$ cat src/hdl/tsg_pkg.sv
`timescale 1ns / 1ps
// ----------------------------------------------------------------------------
// tsg_pkg: shared types and constants of the turtle segment generator
// Position format, command codes and the move word passed from front to back.
// ----------------------------------------------------------------------------
package tsg_pkg;

   // position format: signed, POS_INT_BITS integer and POS_FRAC_BITS fraction bits
   localparam int POS_FRAC_BITS = 16;
   localparam int POS_INT_BITS  = 32;
   localparam int POS_W         = POS_INT_BITS + POS_FRAC_BITS;
   localparam int OUT_W         = 48;

   localparam int HEADING_W = 9;
   localparam int AMOUNT_W  = 16;
   localparam int COLOR_W   = 24;
   localparam int CMD_W     = 3;

   localparam int HALF_TURN    = 180;
   localparam int FULL_TURN    = 2 * HALF_TURN;
   localparam int QUARTER_TURN = HALF_TURN / 2;

   localparam logic [COLOR_W-1:0] RESET_COLOR = 24'h0000FF;

   // command codes
   localparam logic [CMD_W-1:0] CMD_UP    = 3'd0;
   localparam logic [CMD_W-1:0] CMD_DOWN  = 3'd1;
   localparam logic [CMD_W-1:0] CMD_RIGHT = 3'd2;
   localparam logic [CMD_W-1:0] CMD_LEFT  = 3'd3;
   localparam logic [CMD_W-1:0] CMD_FWD   = 3'd4;
   localparam logic [CMD_W-1:0] CMD_BACK  = 3'd5;
   localparam logic [CMD_W-1:0] CMD_COLOR = 3'd6;

   // step arithmetic: Q1.16 trig value times signed distance
   localparam int DIST_W    = AMOUNT_W + 1;
   localparam int COS_W     = 18;
   localparam int PROD_W    = DIST_W + COS_W;
   localparam int STEP_SHL  = (POS_FRAC_BITS >= 16) ? POS_FRAC_BITS - 16 : 0;
   localparam int STEP_SHR  = (POS_FRAC_BITS < 16) ? 16 - POS_FRAC_BITS : 0;
   localparam int STEP_RND  = (STEP_SHR > 0) ? (1 << (STEP_SHR - 1)) : 0;
   localparam int STEP_W    = PROD_W + STEP_SHL;
   localparam int SUM_W     = ((POS_W > STEP_W) ? POS_W : STEP_W) + 1;

   localparam int FIFO_DEPTH = 4;
   localparam int FIFO_AW    = $clog2(FIFO_DEPTH);

   // one move as handed from the front to the back
   typedef struct packed {
      logic signed [DIST_W-1:0] travel;
      logic signed [COS_W-1:0]  cos_val;
      logic signed [COS_W-1:0]  sin_val;
      logic                     draw;
      logic [COLOR_W-1:0]       color;
   } move_type;

   // one drawn segment, packed lowest field last
   typedef struct packed {
      logic [OUT_W-1:0]   to_y;
      logic [OUT_W-1:0]   to_x;
      logic [OUT_W-1:0]   from_y;
      logic [OUT_W-1:0]   from_x;
      logic [COLOR_W-1:0] seg_color;
   } seg_type;

endpackage

$ cat src/hdl/tsg_front.sv
`timescale 1ns / 1ps
// ----------------------------------------------------------------------------
// tsg_front: command intake and classification
// Keeps heading, pen state and colour; turns moves into queued move words.
// ----------------------------------------------------------------------------
module tsg_front import tsg_pkg::*; (
   input  logic                clock,
   input  logic                reset,
   input  logic                req_tvalid,
   output logic                req_tready,
   input  logic [CMD_W-1:0]    req_tuser,   // cmd
   input  logic [39:0]         req_tdata,   // amount[15:0], rgb[39:16]
   input  logic                fifo_full,
   output logic                push_vld,
   output move_type            push_data
);

   localparam int TAB_N       = QUARTER_TURN + 1;
   localparam int TAB_AW      = $clog2(TAB_N);
   localparam int TURN_RECIP  = 46604;   // ceil(2^24 / 360)
   localparam int TURN_SHIFT  = 24;
   localparam int QUOT_W      = 8;

   typedef logic [TAB_N-1:0][16:0] cos_tab_type;

   // Taylor cosine in Q31, rounded to Q1.16
   function automatic logic [16:0] cos_entry(input int d);
      logic [63:0]        x;
      logic [63:0]        x2;
      logic [63:0]        term;
      logic signed [63:0] sum;
      logic [63:0]        rnd;
      x    = (64'(d) * 64'd6746518852) / 64'd180;
      x2   = (x * x) >> 31;
      term = 64'd1 << 31;
      sum  = $signed(term);
      term = ((term * x2) >> 31) / 64'd2;   sum = sum - $signed(term);
      term = ((term * x2) >> 31) / 64'd12;  sum = sum + $signed(term);
      term = ((term * x2) >> 31) / 64'd30;  sum = sum - $signed(term);
      term = ((term * x2) >> 31) / 64'd56;  sum = sum + $signed(term);
      term = ((term * x2) >> 31) / 64'd90;  sum = sum - $signed(term);
      term = ((term * x2) >> 31) / 64'd132; sum = sum + $signed(term);
      term = ((term * x2) >> 31) / 64'd182; sum = sum - $signed(term);
      term = ((term * x2) >> 31) / 64'd240; sum = sum + $signed(term);
      term = ((term * x2) >> 31) / 64'd306; sum = sum - $signed(term);
      term = ((term * x2) >> 31) / 64'd380; sum = sum + $signed(term);
      term = ((term * x2) >> 31) / 64'd462; sum = sum - $signed(term);
      term = ((term * x2) >> 31) / 64'd552; sum = sum + $signed(term);
      if (sum < 0) begin
         sum = 64'sd0;
      end
      rnd = ($unsigned(sum) + (64'd1 << 14)) >> 15;
      return rnd[16:0];
   endfunction

   function automatic cos_tab_type build_cos_tab();
      cos_tab_type t;
      for (int d = 0; d < TAB_N; d++) begin
         t[d] = cos_entry(d);
      end
      return t;
   endfunction

   localparam cos_tab_type COS_TAB = build_cos_tab();

   // signed Q1.16 cosine of a heading in 0..359
   function automatic logic signed [COS_W-1:0] cos_q16(input logic [HEADING_W-1:0] h);
      logic [HEADING_W-1:0] idx;
      logic                 neg;
      logic [COS_W-1:0]     mag;
      if (h <= HEADING_W'(QUARTER_TURN)) begin
         idx = h;
         neg = 1'b0;
      end else if (h <= HEADING_W'(HALF_TURN)) begin
         idx = HEADING_W'(HALF_TURN) - h;
         neg = 1'b1;
      end else if (h <= HEADING_W'(HALF_TURN + QUARTER_TURN)) begin
         idx = h - HEADING_W'(HALF_TURN);
         neg = 1'b1;
      end else begin
         idx = HEADING_W'(FULL_TURN) - h;
         neg = 1'b0;
      end
      mag = COS_W'(COS_TAB[idx[TAB_AW-1:0]]);
      return neg ? -$signed(mag) : $signed(mag);
   endfunction

   // intake stage
   logic                  s1_vld_ff, s1_vld_in;
   logic [CMD_W-1:0]      s1_cmd_ff;
   logic [AMOUNT_W-1:0]   s1_amount_ff;
   logic [COLOR_W-1:0]    s1_rgb_ff;
   logic [QUOT_W-1:0]     s1_quot_ff;
   logic [QUOT_W-1:0]     quot_in;
   logic [31:0]           quot_prod;
   logic                  accept;
   logic                  s1_move;
   logic                  s1_adv;

   // turtle state
   logic                  pen_down_ff, pen_down_in;
   logic [HEADING_W-1:0]  heading_ff, heading_in;
   logic [COLOR_W-1:0]    pen_color_ff, pen_color_in;

   logic [AMOUNT_W-1:0]   turn_full;
   logic [HEADING_W-1:0]  turn;
   logic [HEADING_W:0]    h_left;
   logic [HEADING_W-1:0]  h_sin;
   logic [DIST_W-1:0]     dist_mag;

   always_comb begin
      s1_move    = s1_cmd_ff inside {CMD_FWD, CMD_BACK};
      s1_adv     = s1_vld_ff && (!s1_move || !fifo_full);
      req_tready = !s1_vld_ff || s1_adv;
      accept     = req_tvalid && req_tready;
      s1_vld_in  = accept ? 1'b1 : (s1_adv ? 1'b0 : s1_vld_ff);
      quot_prod  = 32'(req_tdata[15:0]) * 32'(TURN_RECIP);
      quot_in    = quot_prod[TURN_SHIFT +: QUOT_W];
   end

   // amount mod 360 from the registered quotient
   always_comb begin
      turn_full = s1_amount_ff - AMOUNT_W'(16'(s1_quot_ff) * 16'(FULL_TURN));
      turn      = turn_full[HEADING_W-1:0];
      h_left    = {1'b0, heading_ff} + {1'b0, turn};
   end

   always_comb begin
      pen_down_in  = pen_down_ff;
      heading_in   = heading_ff;
      pen_color_in = pen_color_ff;
      if (s1_adv) begin
         case (s1_cmd_ff)
            CMD_UP:    pen_down_in = 1'b0;
            CMD_DOWN:  pen_down_in = 1'b1;
            CMD_RIGHT: begin
               if (heading_ff >= turn) begin
                  heading_in = heading_ff - turn;
               end else begin
                  heading_in = heading_ff + HEADING_W'(FULL_TURN) - turn;
               end
            end
            CMD_LEFT: begin
               if (h_left >= (HEADING_W + 1)'(FULL_TURN)) begin
                  heading_in = HEADING_W'(h_left - (HEADING_W + 1)'(FULL_TURN));
               end else begin
                  heading_in = h_left[HEADING_W-1:0];
               end
            end
            CMD_COLOR: pen_color_in = s1_rgb_ff;
            default:   ;
         endcase
      end
   end

   // move word: sin(h) taken as cos(h + 270)
   always_comb begin
      if (heading_ff >= HEADING_W'(QUARTER_TURN)) begin
         h_sin = heading_ff - HEADING_W'(QUARTER_TURN);
      end else begin
         h_sin = heading_ff + HEADING_W'(HALF_TURN + QUARTER_TURN);
      end
      dist_mag          = {1'b0, s1_amount_ff};
      push_vld          = s1_adv && s1_move;
      push_data.travel  = (s1_cmd_ff == CMD_BACK) ? -$signed(dist_mag) : $signed(dist_mag);
      push_data.cos_val = cos_q16(heading_ff);
      push_data.sin_val = cos_q16(h_sin);
      push_data.draw    = pen_down_ff;
      push_data.color   = pen_color_ff;
   end

   always_ff @(posedge clock) begin
      if (reset) begin
         s1_vld_ff    <= 1'b0;
         pen_down_ff  <= 1'b0;
         heading_ff   <= '0;
         pen_color_ff <= RESET_COLOR;
      end else begin
         s1_vld_ff    <= s1_vld_in;
         pen_down_ff  <= pen_down_in;
         heading_ff   <= heading_in;
         pen_color_ff <= pen_color_in;
      end
   end

   always_ff @(posedge clock) begin
      if (accept) begin
         s1_cmd_ff    <= req_tuser;
         s1_amount_ff <= req_tdata[15:0];
         s1_rgb_ff    <= req_tdata[39:16];
         s1_quot_ff   <= quot_in;
      end
   end

endmodule

$ cat src/hdl/tsg_fifo.sv
`timescale 1ns / 1ps
// ----------------------------------------------------------------------------
// tsg_fifo: move word queue
// Small register queue between front and back; push and pop may happen in the same cycle.
// ----------------------------------------------------------------------------
module tsg_fifo import tsg_pkg::*; (
   input  logic      clock,
   input  logic      reset,
   input  logic      push_vld,
   input  move_type  push_data,
   output logic      full,
   output logic      pop_vld,
   input  logic      pop_rdy,
   output move_type  pop_data
);

   move_type             mem_ff [FIFO_DEPTH];
   logic [FIFO_AW-1:0]   wr_ptr_ff, wr_ptr_in;
   logic [FIFO_AW-1:0]   rd_ptr_ff, rd_ptr_in;
   logic [FIFO_AW:0]     count_ff, count_in;
   logic                 do_push, do_pop;

   always_comb begin
      full      = (count_ff == (FIFO_AW + 1)'(FIFO_DEPTH));
      pop_vld   = (count_ff != '0);
      pop_data  = mem_ff[rd_ptr_ff];
      do_push   = push_vld && !full;
      do_pop    = pop_vld && pop_rdy;
      wr_ptr_in = do_push ? wr_ptr_ff + 1'b1 : wr_ptr_ff;
      rd_ptr_in = do_pop ? rd_ptr_ff + 1'b1 : rd_ptr_ff;
      count_in  = count_ff + (FIFO_AW + 1)'(do_push) - (FIFO_AW + 1)'(do_pop);
   end

   always_ff @(posedge clock) begin
      if (reset) begin
         wr_ptr_ff <= '0;
         rd_ptr_ff <= '0;
         count_ff  <= '0;
      end else begin
         wr_ptr_ff <= wr_ptr_in;
         rd_ptr_ff <= rd_ptr_in;
         count_ff  <= count_in;
      end
   end

   always_ff @(posedge clock) begin
      if (do_push) begin
         mem_ff[wr_ptr_ff] <= push_data;
      end
   end

endmodule

$ cat src/hdl/tsg_back.sv
`timescale 1ns / 1ps
// ----------------------------------------------------------------------------
// tsg_back: move execution
// Multiplies distance by cos/sin, accumulates the saturating position and
// holds the segment word in the output register.
// ----------------------------------------------------------------------------
module tsg_back import tsg_pkg::*; (
   input  logic      clock,
   input  logic      reset,
   input  logic      pop_vld,
   output logic      pop_rdy,
   input  move_type  pop_data,
   output logic      rsp_tvalid,
   input  logic      rsp_tready,
   output seg_type   rsp_seg
);

   localparam logic signed [SUM_W-1:0] POS_HI = SUM_W'({1'b0, {(POS_W - 1){1'b1}}});
   localparam logic signed [SUM_W-1:0] POS_LO = ~POS_HI;

   function automatic logic signed [STEP_W-1:0] scale_step(
      input logic signed [PROD_W-1:0] p);
      logic                  neg;
      logic [PROD_W:0]       mag;
      logic signed [STEP_W-1:0] s;
      neg = p[PROD_W-1];
      mag = neg ? (PROD_W + 1)'(-p) : (PROD_W + 1)'(p);
      if (STEP_SHR == 0) begin
         s = STEP_W'(p);
         s = s <<< STEP_SHL;
      end else begin
         mag = (mag + (PROD_W + 1)'(STEP_RND)) >> STEP_SHR;
         s   = neg ? -$signed(STEP_W'(mag)) : $signed(STEP_W'(mag));
      end
      return s;
   endfunction

   function automatic logic signed [POS_W-1:0] sat_add(
      input logic signed [POS_W-1:0]  a,
      input logic signed [STEP_W-1:0] b);
      logic signed [SUM_W-1:0] sum;
      logic signed [SUM_W-1:0] r;
      sum = SUM_W'(a) + SUM_W'(b);
      if (sum > POS_HI) begin
         r = POS_HI;
      end else if (sum < POS_LO) begin
         r = POS_LO;
      end else begin
         r = sum;
      end
      return r[POS_W-1:0];
   endfunction

   function automatic logic [OUT_W-1:0] to_out(input logic signed [POS_W-1:0] p);
      logic signed [63:0] e;
      e = 64'(p);
      return e[OUT_W-1:0];
   endfunction

   // multiply stage
   logic                      m_vld_ff, m_vld_in;
   logic signed [PROD_W-1:0]  m_px_ff, m_py_ff;
   logic                      m_draw_ff;
   logic [COLOR_W-1:0]        m_color_ff;
   logic                      m_load;

   // accumulate stage
   logic signed [POS_W-1:0]   pos_x_ff, pos_x_in;
   logic signed [POS_W-1:0]   pos_y_ff, pos_y_in;
   logic                      out_vld_ff, out_vld_in;
   seg_type                   out_ff;
   logic                      adv;

   always_comb begin
      adv      = m_vld_ff && (!m_draw_ff || !out_vld_ff || rsp_tready);
      pop_rdy  = !m_vld_ff || adv;
      m_load   = pop_vld && pop_rdy;
      m_vld_in = m_load ? 1'b1 : (adv ? 1'b0 : m_vld_ff);
      pos_x_in = sat_add(pos_x_ff, scale_step(m_px_ff));
      pos_y_in = sat_add(pos_y_ff, scale_step(m_py_ff));
      if (adv && m_draw_ff) begin
         out_vld_in = 1'b1;
      end else if (rsp_tready) begin
         out_vld_in = 1'b0;
      end else begin
         out_vld_in = out_vld_ff;
      end
      rsp_tvalid = out_vld_ff;
      rsp_seg    = out_ff;
   end

   always_ff @(posedge clock) begin
      if (reset) begin
         m_vld_ff   <= 1'b0;
         out_vld_ff <= 1'b0;
         pos_x_ff   <= '0;
         pos_y_ff   <= '0;
      end else begin
         m_vld_ff   <= m_vld_in;
         out_vld_ff <= out_vld_in;
         if (adv) begin
            pos_x_ff <= pos_x_in;
            pos_y_ff <= pos_y_in;
         end
      end
   end

   always_ff @(posedge clock) begin
      if (m_load) begin
         m_px_ff    <= PROD_W'(pop_data.travel) * PROD_W'(pop_data.cos_val);
         m_py_ff    <= PROD_W'(pop_data.travel) * PROD_W'(pop_data.sin_val);
         m_draw_ff  <= pop_data.draw;
         m_color_ff <= pop_data.color;
      end
      if (adv && m_draw_ff) begin
         out_ff.seg_color <= m_color_ff;
         out_ff.from_x    <= to_out(pos_x_ff);
         out_ff.from_y    <= to_out(pos_y_ff);
         out_ff.to_x      <= to_out(pos_x_in);
         out_ff.to_y      <= to_out(pos_y_in);
      end
   end

endmodule

$ cat src/hdl/turtle_segment_generator.sv
`timescale 1ns / 1ps
// ----------------------------------------------------------------------------
// turtle_segment_generator: turtle-graphics command engine
// Turns a stream of turtle commands into a stream of drawn line segments.
// ----------------------------------------------------------------------------
// Usage:
//  - req channel: one word per command. req_tuser carries the command code
//    (up, down, right, left, forward, back, set colour), req_tdata the
//    amount (degrees or distance) and the new colour.
//  - rsp channel: one word per move made while the pen is down: colour,
//    start and end point, signed fixed point with 16 fraction bits.
//  - Moves that happen with the pen up update the position silently; all
//    other commands never produce a word.
//  - Path: a drawing move taken on req passes the intake register, the move
//    queue, the multiply stage and the output register on its way to rsp.
//  - Throughput: one command per cycle unless the queue or the output word
//    stalls, bounded by the position add-and-saturate loop in the back end.
//  - Reset: pen up, position 0/0, heading 0 degrees, colour blue, queue
//    empty; req_tready is high in the first cycle after reset.
//  - When rsp_tready is low the output word holds; the back end keeps
//    executing pen-up moves, the four-entry move queue fills and
//    req_tready drops at the next move until the receiver takes the word.
// ----------------------------------------------------------------------------
module turtle_segment_generator import tsg_pkg::*; (
   input  logic          clock,
   input  logic          reset,
   input  logic          req_tvalid,
   output logic          req_tready,
   input  logic [2:0]    req_tuser,    // cmd[2:0]
   input  logic [39:0]   req_tdata,    // amount[15:0], rgb[39:16]
   output logic          rsp_tvalid,
   input  logic          rsp_tready,
   output logic [215:0]  rsp_tdata     // seg_color[23:0], from_x[71:24],
                                       // from_y[119:72], to_x[167:120],
                                       // to_y[215:168]
);

   // front to queue
   logic      push_vld;
   move_type  push_data;
   logic      fifo_full;

   // queue to back
   logic      pop_vld;
   logic      pop_rdy;
   move_type  pop_data;

   seg_type   rsp_seg;

   // heading, pen and colour live in the front; moves are queued with the
   // trig values of the heading that was current when they were decoded
   tsg_front u_front (
      .clock      (clock),
      .reset      (reset),
      .req_tvalid (req_tvalid),
      .req_tready (req_tready),
      .req_tuser  (req_tuser),
      .req_tdata  (req_tdata),
      .fifo_full  (fifo_full),
      .push_vld   (push_vld),
      .push_data  (push_data)
   );

   tsg_fifo u_fifo (
      .clock     (clock),
      .reset     (reset),
      .push_vld  (push_vld),
      .push_data (push_data),
      .full      (fifo_full),
      .pop_vld   (pop_vld),
      .pop_rdy   (pop_rdy),
      .pop_data  (pop_data)
   );

   // position accumulators and the output register
   tsg_back u_back (
      .clock      (clock),
      .reset      (reset),
      .pop_vld    (pop_vld),
      .pop_rdy    (pop_rdy),
      .pop_data   (pop_data),
      .rsp_tvalid (rsp_tvalid),
      .rsp_tready (rsp_tready),
      .rsp_seg    (rsp_seg)
   );

   // seg_type packs seg_color in the lowest bits
   assign rsp_tdata = rsp_seg;

endmodule

$ cat config.mk
export PLATFORM = sky130hd
export DESIGN_NAME = turtle_segment_generator
export DESIGN_NICKNAME = d
export VERILOG_FILES = /design/src/hdl/tsg_pkg.sv /design/src/hdl/tsg_front.sv /design/src/hdl/tsg_fifo.sv /design/src/hdl/tsg_back.sv /design/src/hdl/turtle_segment_generator.sv
export SDC_FILE = /design/constraint.sdc
export NUM_CORES = 2
export LEC_CHECK = 0
export BUFFER_PORTS_ARGS = -buffer_cell sky130_fd_sc_hd__buf_4
export CAP_MARGIN = 25
export CORE_UTILIZATION = 38
export DETAILED_ROUTE_END_ITERATION = 7
export SLEW_MARGIN = 20
export SYNTH_ARGS = -nofsm -noshare
export SYNTH_HDL_FRONTEND = slang
export SYNTH_SLANG_ARGS = --single-unit
$ cat constraint.sdc
create_clock -name clock -period 11.5 [get_ports clock]
set_input_delay 1.725 -clock clock [delete_from_list [all_inputs] [get_ports clock]]
set_output_delay 1.725 -clock clock [all_outputs]
set_load 0.03 [all_outputs]
# [Word-level counts from Yosys, hierarchy flattened]
# Memories as Yosys holds them, arrays and structs flattened. A register that Yosys moved wholly into a read port is not among the register bits.
# Index checks and enable logic that the tools add are counted.
[word_totals] latch_bits=0 reg_bits=502 out_inout_bits=218 mem_count=3 rom_bits=4352 elab_cells=141 ram_bits=312
[memory_table] name="(no name shown)" words=128 width=17 read_ports=1 rd_clocked_by_memory_dff=0 wr=0 line_no="tsg_front.sv:84" text="mag = COS_W'(COS_TAB[idx[TAB_AW-1:0]]);"
[memory_table] name="(no name shown)" words=128 width=17 read_ports=1 rd_clocked_by_memory_dff=0 wr=0 line_no="tsg_front.sv:84"
[memory_table] name="u_fifo.mem_ff" words=4 width=78 read_ports=1 rd_clocked_by_memory_dff=1 wr=1 line_no="tsg_fifo.sv:17" text="move_type mem_ff [FIFO_DEPTH];"
[classes] addsub=23 n_bitwise=0 eq_ne=7 multipliers=4 shifts=0 n_mux=36 order_cmp=15 div=0 reduce_logical=29
[op_table] op="2-to-1 mux 48 bit" n=4
[op_table] op="adder 48 x 35 -> 49 bit" n=2
[op_table] op="> comparator 49 x 48 -> 1 bit (second input constant)" n=2
[op_table] op="less-than comparator 49 x 48 -> 1 bit (second input constant)" n=2
[op_table] op="multiplier 17 x 18 -> 35 bit" n=2
[op_table] op="2-to-1 mux 17 bit" n=3
[op_table] op="2-to-1 mux 7 bit" n=6
[op_table] op="2-to-1 mux 18 bit" n=2
[op_table] op="negation 17 -> 18 bit" n=2
[op_table] op="multiplier 16 x 14 -> 30 bit (second input constant)" n=1
[op_table] op="2-to-1 mux 9 bit" n=3
[op_table] op="subtractor 9 bit" n=3
[op_table] op="adder 9 bit (second input constant)" n=2
[op_table] op="less-or-equal comparator 9 x 7 -> 1 bit (second input constant)" n=2
[op_table] op="less-or-equal comparator 9 x 8 -> 1 bit (second input constant)" n=2
[op_table] op="less-or-equal comparator 9 bit (second input constant)" n=2
[op_table] op="case mux 9 bit (2 select lines)" n=1
[op_table] op="negation 16 -> 17 bit" n=1
[op_table] op="less-than comparator 7 x 8 -> 1 bit (second input constant)" n=2
[op_table] op="2-to-1 mux 1 bit" n=14
[op_table] op="subtractor 6 x 7 -> 7 bit (first input constant)" n=2
[op_table] op="subtractor 7 x 6 -> 7 bit (second input constant)" n=2
[op_table] op="subtractor 7 bit (first input constant)" n=2
[op_table] op="== test 3 bit (second input constant)" n=4
[op_table] op="21 further kinds" n=46

# [Depth between registers and ports, before layout]
[depth] depth_word=10 mapped_depth=35 mapped_depth_nobuf=31

# [Modules after synthesis]
# Synthesis repeated with hierarchy kept, for this count alone.
[unflattened] hier_cells=6428 area_unflattened_um2=68275.5
[by_module_without_submodules] module="tsg_back" cells_per_inst=4114 seq_area_each_um2=11300.8 area_per_inst_um2=41972.8 n_inst=1
[by_module_without_submodules] module="tsg_front" cells_per_inst=1857 seq_area_each_um2=2172.1 area_per_inst_um2=14566.5 n_inst=1
[by_module_without_submodules] module="tsg_fifo" cells_per_inst=457 seq_area_each_um2=9549.2 area_per_inst_um2=11736.3 n_inst=1

# [Worst setup path before layout]
# Ideal clock, no wire load.
[synth_timing] path_kind="input port to flip-flop" from="in rsp_tready" to="reg u_fifo.count_ff[2]" required_time_ps=11372 setup_time_ps=128 path_slack_ps=2789 path_stages=10 arrival_ps=8583 n_path_buf=0 cell_sequence="nor2b_1 > a31oi_1 > ha_1 > inv_1 > ha_1 > inv_1 > fa_1 > xor2_1 > xnor2_1 > nor2_1"
[synth_via] elab_chain_cells=5
[synth_lines] element="start: declaration" line_no="turtle_segment_generator.sv:32" text="input logic rsp_tready,"
[synth_lines] element="logical OR 1 bit" line_no="tsg_back.sv:75" text="adv = m_vld_ff && (!m_draw_ff || !out_vld_ff || rsp_tready);"
[synth_lines] element="logical AND 1 bit" line_no="tsg_back.sv:75"
[synth_lines] element="logical OR 1 bit" line_no="tsg_back.sv:76" text="pop_rdy = !m_vld_ff || adv;"
[synth_lines] element="logical AND 1 bit"
[synth_lines] element="via u_back.m_load" line_no="tsg_back.sv:65" text="logic m_load;"
[synth_lines] element="subtractor 3 x 1 -> 3 bit" line_no="tsg_fifo.sv:31" text="count_in = count_ff + (FIFO_AW + 1)'(do_push) - (FIFO_AW + 1)'(do_pop);"
[synth_lines] element="end signal: assignment" line_no="tsg_fifo.sv:42" text="count_ff <= count_in;"
[synth_lines] element="end: declaration" line_no="tsg_fifo.sv:20" text="logic [FIFO_AW:0] count_ff, count_in;"
# The timed path passes the listed nets, and every way through them passes these cells.
# A chain may end at the register's enable or synchronous reset.

==> results.md <==
Run status:
- The flow ran to the end, and the final reports show no timing, DRC or antenna violations.

Clocking:
- Clock tree synthesis found a total of 814 sinks.
- Gates resized during post-CTS repair numbered 0.
- For the worst-skew pair, the clock arrives at the later sink with an insertion delay of 760 ps.
- The cell at the root of the clock tree is clkbuf_16.
- After clock tree synthesis, the flow added hold-fix buffers numbering 0.
- The total CTS buffers is 86.
- The clock edge transition at the registers on the reported setup and hold paths is 60 ps.
- The CTS H-tree depth is 3.
- In this run the deepest clock path goes through 3 buffers.
- The number of setup buffers added after CTS is 0.
- The clock tree from TritonCTS is built.

Place:
- OpenSTA, run right after detailed placement, puts the worst setup slack at 2510 ps.
- In this run the cell area measured after placement is 71300 sq um.
- Routability-driven placement finished with a final weighted congestion of 0.913.
- The number of buffer cells added on primary ports is 264.
- Detailed placement finished with a half-perimeter wire length of 125000 microns.

STA:
- The final critical delay including setup and external delays is 9110 ps.
- The sum of negative setup slack is 0 ps.
- The final count of pins violating max slew was 0.
- For the pin with the worst max-slew slack, the measured transition is 1040 ps.
- The headroom to the max-slew limit is 0.309.
- The final count of hold timing violations came to 0.
- Setup violations remaining at the end of the flow were counted as 0.
- In the post-route analysis, the smallest setup slack over all paths is 2390 ps.
- Dividing the final minimum period by the clock period gives 0.792.
- Hold is met by 416 ps.
- Setup repair after global routing left no endpoint under its margin.
- The worst clock skew is 91.4 ps.
- Static timing analysis puts the maximum clock frequency at 110 MHz.

Setup path:
- The critical path required time is 11930 ps.
- The peak fanout along the critical path is 45.
- The worst setup path is launched from a flip-flop.
- The critical path class is flip-flop to flip-flop.
- The data arrival time of the critical path is 9540 ps.
- The critical path capture point type is a flip-flop.

Cells and area:
- After the last flow step, the layout net total stands at 7770.
- Leaving out fill and tap cells, the most frequent cell in the layout is inv_1.
- Of the cells placed in the final design, the portion with a size suffix greater than 1 is 0.100.
- The synthesis-to-finish area growth is 11.3%.
- The number of antenna diodes in the final layout is 0.
- In the layout the commonest cells are inv_1 (899), fa_1 (688), edfxtp_1 (672).
- With fillers left out, the area of the finished cells amounts to 74300 sq um.

Job:
- The tool flagged a number of max-cap violations equal to 0.

GRT:
- The leftover overflow at the end of global routing is 0.
- The number of antenna violations at the first check in global routing came to 0.
- The via count of the first global-routing pass was 48472.
- The pin count of the biggest net entering global routing is 172.
- The wire length of the first global-routing pass is 269000 microns.
- The global-route usage over all layers is 0.189.

Die:
- The number of rows created at floorplan is 153.
- The height of the chip is 421 microns.
- The starting utilization of the core area is 0.383.
- Measured along the x axis, the die boundary spans 421 microns.
- The core footprint is 174000 sq um.
- The floorplan step defined a die boundary enclosing 177000 sq um.
- The I/O pin total is 265.

Routing:
- In the routed layout, each cell is associated on average with a via count of 5.25.
- The average detailed-routed wire length per instance is 18.7 microns.
- Across all layers, the routed design uses 47018 vias.
- The count of unresolved DRC violations after routing is 0.
- The first-iteration detailed-routing DRC count is 3627.
- For this block, the routed nets add up to 168000 microns of wire.
- The number of detailed-routing iterations run before antenna repair is 5.
- The detail route stage leaves a number of antenna-violating nets equal to 0.

Min path:
- The worst hold-check path type is flip-flop to flip-flop.

Yosys:
- The register area share after synthesis is 0.345.
- Among all flip-flop cells after synthesis, the most frequent one is edfxtp_1.
- The post-synthesis area per instance is 10.4 sq um.
- For this run, asynchronously set or reset flops after synthesis account for 0.
- The count of cell types in the netlist is 97.
- The synthesized area is 66700 sq um.
- The count of flip-flops with a built-in enable after synthesis is 672.
- The total number of yosys warnings is 0.
- The number of nets in the synthesized netlist is 7608.
- The total of flip-flops plus latches after synthesis is 814.
- The post-synthesis instance total is 6394.
## final timing paths
kind	from	to	slack (ps)	cells past startpoint
setup / recovery	flip-flop	u_back.m_py_ff[34]	2390	26
hold / removal	u_back.m_color_ff[6]	u_back.rsp_seg[6]	420	0
setup reg to reg	flip-flop	u_back.m_py_ff[34]	2390	26
hold reg to reg	u_back.m_color_ff[6]	u_back.rsp_seg[6]	420	0
## through the flow
stage	utilization	cells
6_report	0.426	8955
5_1_grt	0.426	8955
4_1_cts	0.426	8954
3_5_place_dp	0.409	8792
3_3_place_gp	0.409	8792
2_1_floorplan	-	6394
## per-layer routing
metal	vias up	wire length (microns)	global-route usage
met4	0	5160	0.0638
met3	282	9340	0.0237
met1	23288	75000	0.257
met5	-	0	0
met2	1478	78200	0.311
li1	21970	-	-
## kinds of logic after synthesis
| family | Yosys count | share of synthesized area |
|---|---|---|
| xor+xnor | 266 | 0.0350 |
| flops | 814 | 0.345 |
| buf+inv | 1184 | 0.0685 |
| compound gates | 1137 | 0.113 |
| mux | 151 | 0.0292 |
| simple gates | 1646 | 0.108 |
| fa+ha+maj | 1196 | 0.301 |
## layout make-up
type                    count  area (sq um)
inverters                 905          3400
clock inverters            53           629
well taps                2325          2910
flip-flops and latches    814         23000
fillers                 16534         99900
multi-input cells        4396         39300
repair buffers            353          2670
clock buffers             109          2310
## state kept, by name, indices dropped and copies added, names as in the netlist, named ones only
register	count
u_back.m_color_ff	24
u_front.s1_quot_ff	6
u_front.pen_down_ff	1
u_fifo.mem_ff	312
u_front.s1_amount_ff	16
u_front.heading_ff	9
u_back.pos_x_ff	48
u_back.m_px_ff	35
u_front.pen_color_ff	24
u_fifo.wr_ptr_ff	2
u_front.s1_cmd_ff	3
u_back.rsp_seg	216
u_fifo.count_ff	3
u_back.m_draw_ff	1
u_back.m_vld_ff	1
u_front.s1_vld_ff	1
u_front.s1_rgb_ff	24
u_back.m_py_ff	35
u_fifo.rd_ptr_ff	2
u_back.rsp_tvalid	1
u_back.pos_y_ff	48
## synthesized netlist by cell type (30+ instances only)
library cell,count,area (sq um)
inv_1,899,3370
fa_1,688,13800
edfxtp_1,672,20200
nor2_1,607,2280
nand2_1,606,2270
ha_1,479,5990
a21oi_1,247,1240
o21ai_0,226,1130
xnor2_1,204,1790
clkbuf_1,194,728
dfxtp_1,142,2840
a21o_1,105,788
nand3_1,79,395
nor3_1,71,355
mux2i_1,70,701
o21a_1,69,518
xor2_1,61,534
mux2_2,51,574
a211oi_1,50,375
a31oi_1,50,313
o21ai_1,49,245
a211o_1,46,403
nand2b_1,46,288
o211ai_1,43,323
nor4_1,42,263
buf_1,39,146
nor2b_1,35,219
mux4_2,30,676
## worst max-delay path: stages, from the launching register on
cell,delay [ps]
dfxtp_4,770
buf_4,680
mux2_2,420
o21ai_1,790
nor2_1,160
fa_1,520
inv_1,50
fa_1,450
fa_1,500
fa_1,560
inv_1,50
fa_1,470
inv_1,50
fa_1,470
inv_1,40
ha_1,320
and2_1,150
o21ai_0,240
a31oi_1,220
a41oi_1,410
a211oi_1,180
o31a_1,360
a21oi_1,260
nor2b_1,240
o21ai_0,100
a21oi_1,180
xnor2_1,80
Power is not shown: default switching activity piles up to over one toggle a cycle in this logic, so the estimate is an artifact.
